$ cat src/rtl/core/kss_pkg.sv
// ----------------------------------------------------------------------------
// kss_pkg
// Shared types and codes for the sorted order-statistic store.
// ----------------------------------------------------------------------------
`default_nettype none

package kss_pkg;

    localparam int VALUE_W  = 32;
    localparam int RANK_W   = 7;
    localparam int STATUS_W = 2;

    typedef enum logic [0:0] {
        OP_INSERT = 1'b0,
        OP_QUERY  = 1'b1
    } opcode_t;

    typedef enum logic [STATUS_W-1:0] {
        ST_INSERTED = 2'd0,
        ST_ANSWERED = 2'd1,
        ST_BAD_RANK = 2'd2,
        ST_FULL     = 2'd3
    } status_t;

    typedef struct packed {
        opcode_t                    opcode;
        logic signed [VALUE_W-1:0]  value;
        logic [RANK_W-1:0]          rank;
    } in_item_t;

    typedef struct packed {
        status_t                    status;
        logic signed [VALUE_W-1:0]  result_value;
        logic [RANK_W-1:0]          stored_count;
    } out_item_t;

    // Data handed from one cell to its right neighbor.
    typedef struct packed {
        logic                       occ;
        logic                       gt;
        logic signed [VALUE_W-1:0]  value;
    } link_t;

    // Command broadcast to every cell.
    typedef struct packed {
        logic                       ins_en;
        logic signed [VALUE_W-1:0]  value;
        logic [RANK_W-1:0]          rank;
    } cell_cmd_t;

endpackage

`default_nettype wire

$ cat src/rtl/core/kss_cell.sv
// ----------------------------------------------------------------------------
// kss_cell
// One position of the sorted chain: holds a value, shifts right on insert.
// ----------------------------------------------------------------------------
`default_nettype none

module kss_cell
    import kss_pkg::*;
#(
    parameter int INDEX = 0,
    parameter int CNT_W = 7
) (
    input  wire logic                       clk,
    input  wire logic [CNT_W-1:0]           count,
    input  wire cell_cmd_t                  cmd,
    input  wire link_t                      left,
    output link_t                           right,
    output logic signed [VALUE_W-1:0]       read_value
);

    localparam logic [CNT_W:0]          IDX = (CNT_W+1)'(INDEX);
    localparam logic [CNT_W+RANK_W-1:0] POS = (CNT_W+RANK_W)'(INDEX + 1);

    logic signed [VALUE_W-1:0] value_reg;
    logic signed [VALUE_W-1:0] value_next;
    logic                      occ;
    logic                      gt;
    logic                      take_new;
    logic                      hit;

    assign occ      = {1'b0, count} > IDX;
    assign gt       = occ && (value_reg > cmd.value);
    assign take_new = left.occ && !left.gt && (gt || !occ);
    assign hit      = {{CNT_W{1'b0}}, cmd.rank} == POS;

    assign right.occ   = occ;
    assign right.gt    = gt;
    assign right.value = value_reg;

    assign read_value = hit ? value_reg : '0;

    always_comb
    begin
        value_next = value_reg;
        if (cmd.ins_en)
        begin
            if (left.gt)
            begin
                value_next = left.value;
            end
            else if (take_new)
            begin
                value_next = cmd.value;
            end
        end
    end

    always_ff @(posedge clk)
    begin
        value_reg <= value_next;
    end

endmodule

`default_nettype wire

$ cat config.mk
export PLATFORM = sky130hd
export DESIGN_NAME = kss_cell
export DESIGN_NICKNAME = d
export VERILOG_FILES = /design/src/rtl/core/kss_pkg.sv /design/src/rtl/core/kss_cell.sv
export SDC_FILE = /design/constraint.sdc
export NUM_CORES = 1
export LEC_CHECK = 0
export BUFFER_PORTS_ARGS = -buffer_cell sky130_fd_sc_hd__buf_2
export CAP_MARGIN = 20
export CORE_ASPECT_RATIO = 0.8
export CORE_MARGIN = 10
export CORE_UTILIZATION = 33
export CTS_BUF_LIST = sky130_fd_sc_hd__clkbuf_16
export DETAILED_ROUTE_END_ITERATION = 12
export HOLD_SLACK_MARGIN = 0.12
export PLACE_DENSITY_LB_ADDON = 0.08
export SKIP_LAST_GASP = 1
export SLEW_MARGIN = 20
export SYNTH_ARGS = -nofsm -noshare
export SYNTH_HDL_FRONTEND = slang
export SYNTH_SLANG_ARGS = --single-unit
export TNS_END_PERCENT = 5
$ cat constraint.sdc
create_clock -name clk -period 7.9 [get_ports clk]
set_clock_uncertainty 0.05 [all_clocks]
set_input_delay 0 -clock clk [delete_from_list [all_inputs] [get_ports clk]]
set_output_delay 0 -clock clk [all_outputs]
set_load 0.02 [all_outputs]
Word-level counts from Yosys, hierarchy flattened
Cells that the tools add are included.
{"block": "word_totals", "elab_cells": 15, "output_inout_bits": 66, "regBits": 32}
{"block": "classes", "order_cmp": 2, "reduce_logical": 8, "n_eq_ne": 1, "muxes": 3}
{"operator": "2-to-1 mux 32 bit", "count": 3}
{"operator": "> comparator 32 bit", "count": 1}
{"operator": "equality test 7 x 1 -> 1 bit (second input constant)", "count": 1}
{"operator": "> comparator 7 x 1 -> 1 bit (second input constant)", "count": 1}
{"operator": "logical AND 1 bit", "count": 3}
{"operator": "logical NOT 1 bit", "count": 2}
{"operator": "AND reduction 2 bit", "count": 1}
{"operator": "nonzero test 2 bit", "count": 1}
{"operator": "logical OR 1 bit", "count": 1}

Depth between registers and ports, before layout
{"block": "depth", "ltp_word": 6, "mapped_depth": 9, "depth_no_buf": 8}

Worst setup path before layout
Ideal clock, no wire load.
{"block": "synth_timing", "path_type": "register to register", "start": "reg value_reg[31]", "end": "reg value_reg[0] (enable)", "synth_period_minus_slack_ns": 3.880, "path_buffers": 0, "setup_ns": 0.436, "arrival_time_ns": 3.394, "stages_incl_launch_ff": 8, "path_slack_ns": 4.020, "path_cell_list": "edfxtp_1 ha_1 and3_1 nand4_1 or3_1 a31oi_1 o21ai_0 o221ai_1"}
{"block": "synth_via", "elab_chain_len": 6}
{"element": "start, declared", "line": "kss_cell.sv:24", "rtl": "logic signed [VALUE_W-1:0] value_reg;"}
{"element": "start signal, assigned", "line": "kss_cell.sv:60", "rtl": "value_reg <= value_next;"}
{"element": "> comparator 32 bit", "line": "kss_cell.sv:32", "rtl": "assign gt = occ && (value_reg > cmd.value);"}
{"element": "logical AND 1 bit", "line": "kss_cell.sv:32"}
{"element": "logical OR 1 bit", "line": "kss_cell.sv:33", "rtl": "assign take_new = left.occ && !left.gt && (gt || !occ);"}
{"element": "logical AND 1 bit", "line": "kss_cell.sv:33"}
{"element": "nonzero test 2 bit (no source line)"}
{"element": "AND reduction 2 bit (no source line)"}
Every way passes these cells.
A chain may end at the register's enable or synchronous reset.

Worst setup path in the final report
{"block": "layout_timing", "start": "reg value_reg[31]", "end": "reg value_reg[7] (enable)"}
Same word-level chain as after synthesis.

==> reports/results.txt <==
Outcome: finished clean
Slowest cell delay on critical path: 560 ps
Relative slew slack: 56.8%
Crit path max-delay cell type: o221ai_4
Max clock buf depth: 2
Root Driver: clkbuf_16
Fin crit share: 37.8%
Worst hold margin: 114 ps
Layout area overhead: 67.7%
WP data arrival: 2910 ps
Fill count: 662
Fin crit period: 2980 ps
CTS Sinks: 32
Antenna viol nets, final: 0
Drt initial violations: 111
CTS tree: built
Max Cap Viol: 0
Leakage power: 2.11 nW
Ant diodes: 0
Routed vias: 2551
Largest net degree at the start of global routing: 65
Postcts setup bufs: 0
Via density: 4.56
Setup-failing EPs final: 0
Setup TNS: 0 ps
CP Launch Type: flip-flop
Placed Cells incl. Taps: 489
Worst R2R Path Depth: 8
Worst path required time: 7820 ps
Synth unique cells: 34
Syn avg cell area: 9.18 µm²
H-tree depth: 2
Synth Warn #: 0
Initial Util: 34.5%
Initial antenna violation count: 0
Mapped cell area: 0.00242 mm²
Worst skew pair latency: 270 ps
Gpl congestion: 0.718
Drt drc: 0
Final cell count without fillers: 560
Cts repair resizes: 0
Syn Nets: 378
Seq cells post-synth: 32
TritonCTS Buffers: 5
Crit-path max FO: 19
Total gr overflow: 0
First-pass GRT wire length: 13.5 mm
DRT Pass-1 Iters: 4
Peak supply drop: 0.0801 mV
Die area: 0.0112 mm²
Global Route Usage Sum: 14.6%
Slew Viols, Final: 0
Nature of the critical path endpoint: flip-flop
Vias in the first global route: 2729
Crit Path Category: flip-flop to flip-flop
Routed WL per cell: 15.2 µm
Peak Freq: 0.335 GHz
Final wirelength: 8.50 mm
Share of cells above drive strength 1: 40.0%
# rows: 27
Top Ports: 148
Power density over the cells: 146 mW/mm²
Post-layout net count: 586
Hold Crit Depth: 3
Clk pin slew, worst setup/hold paths: 50 ps
Final hold vios: 0
Final HPWL DP: 6.42 mm
CP cell instances: ha_1 -> and3_1 -> nand4_1 -> or3_1 -> a31oi_1 -> o21ai_0 -> o221ai_4 -> buf_16
Number of flip-flops in the largest register: 32
Gate count after technology mapping: 264
Core Box Area: 0.00703 mm²
Port Buf Inserts: 147
Unrepaired setup endpoints after global routing: false
Die X: 116 µm
Number of hold buffers added after cts: 63
Sequential share of the synthesized area: 39.6%
Worst-margin pin slew: 648 ps
Die extent in y: 96.7 µm
Hold crit path type: primary input to flip-flop
[synthesized netlist by cell type]
cell       count  area share, %
clkbuf_1       6           0.93
a31oi_1        1           0.26
nor4b_4        1           0.98
and2_1         4            1.0
and3_1         2           0.52
o221ai_1       1           0.36
nand2_1       40            6.2
nand4_1        7            1.8
inv_1         35            5.4
nor2_1         2           0.31
a221o_1        1           0.41
nand3_1        3           0.62
buf_4          2           0.62
a21oi_1       11            2.3
a21o_1         2           0.62
o211ai_1       1           0.31
ha_1          32             17
a31o_2         1           0.36
nor3_1         1           0.21
nor2b_1        1           0.26
a22oi_1        1           0.31
nand2b_1       2           0.52
edfxtp_1      32             40
nor4_1         2           0.52
o2111ai_1      1           0.36
a221oi_1       1           0.36
clkbuf_2       3           0.62
buf_1          1           0.15
and2_2        28            8.7
or3_1          1           0.26
mux2_2         1           0.46
or4_4          1           0.46
a2111o_1       1           0.46
o21ai_0       35            7.2
[area by class of cell]
cell class / instances / area, µm² / share of cell area [%]
Clock buffer: 5 / 125 / 3.08
Inverter: 35 / 131 / 3.23
Sequential cell: 32 / 961 / 23.6
Clock inverter: 3 / 37.5 / 0.923
Timing Repair Buffer: 213 / 1410 / 34.6
Tap cell: 87 / 109 / 2.68
Multi-Input combinational cell: 185 / 1290 / 31.8
[kinds of logic (layout without fill, tap and decap cells)]
logic type               after synthesis  count (layout)  share of synthesized area (%)
adder cells (fa/ha/maj)               32              32                           16.5
AO/OA/AOI/OAI                         57              57                           13.3
multiplexers                           1               1                          0.464
AND/OR/NAND/NOR                       95              95                           22.3
buffers and inverters                 47             256                           7.74
flip-flops                            32              32                           39.6
[layout by cell type, fill, tap and decap left out, types with 4 or more instances in the layout]
cell / count
a21oi_1: 11
and2_1: 4
and2_2: 28
buf_2: 147
clkbuf_16: 5
dlygate4sd3_1: 63
edfxtp_1: 32
ha_1: 32
inv_1: 35
nand2_1: 40
nand4_1: 7
o21ai_0: 35
[metal layers]
metal / vias to the layer above / share of wire (%) / global-route usage [%]
li1: 1332 / - / -
met1: 1126 / 44 / 17.4
met2: 91 / 47 / 24.8
met3: 2 / 8.7 / 5.36
met4: 0 / 0.29 / 2.38
met5: - / 0 / 0
[path summary, 6_finish.rpt]
kind	slack, ps	start	end
max reg2reg	4920	value_reg[31]	value_reg[7]
min	110	cmd[32]	value_reg[25]
max	4920	value_reg[31]	value_reg[7]
min reg2reg	1250	value_reg[31]	value_reg[31]
[worst max-delay path, delay by kind of cell, from the launching register on]
kind / cells / cell delay [ps]
AOI/OAI and AO/OA: 3 / 890
and+or+nand+nor: 3 / 740
DFF: 1 / 410
adders and majority gates: 1 / 350
buffers and inverters: 1 / 240
[through the flow]
step                      cell area (µm²)  power, mW  util [%]  setup slack [ps]
after floorplan                      2420      0.296         -              4020
after global placement               3250      0.349      46.2              4800
after detailed placement             3270      0.354      46.6              4870
after CTS                            4070      0.601      57.9              4870
after global routing                 4070      0.628      57.9              4730
final                                4070      0.594      57.9              4920
[power breakdown]
| part | switching, mW | internal (mW) |
|---|---|---|
| sequential | 0.0104 | 0.207 |
| combinational | 0.0820 | 0.0797 |
| clock | 0.0687 | 0.146 |
| total | 0.161 | 0.433 |
Power figures use the tool's default switching activity.
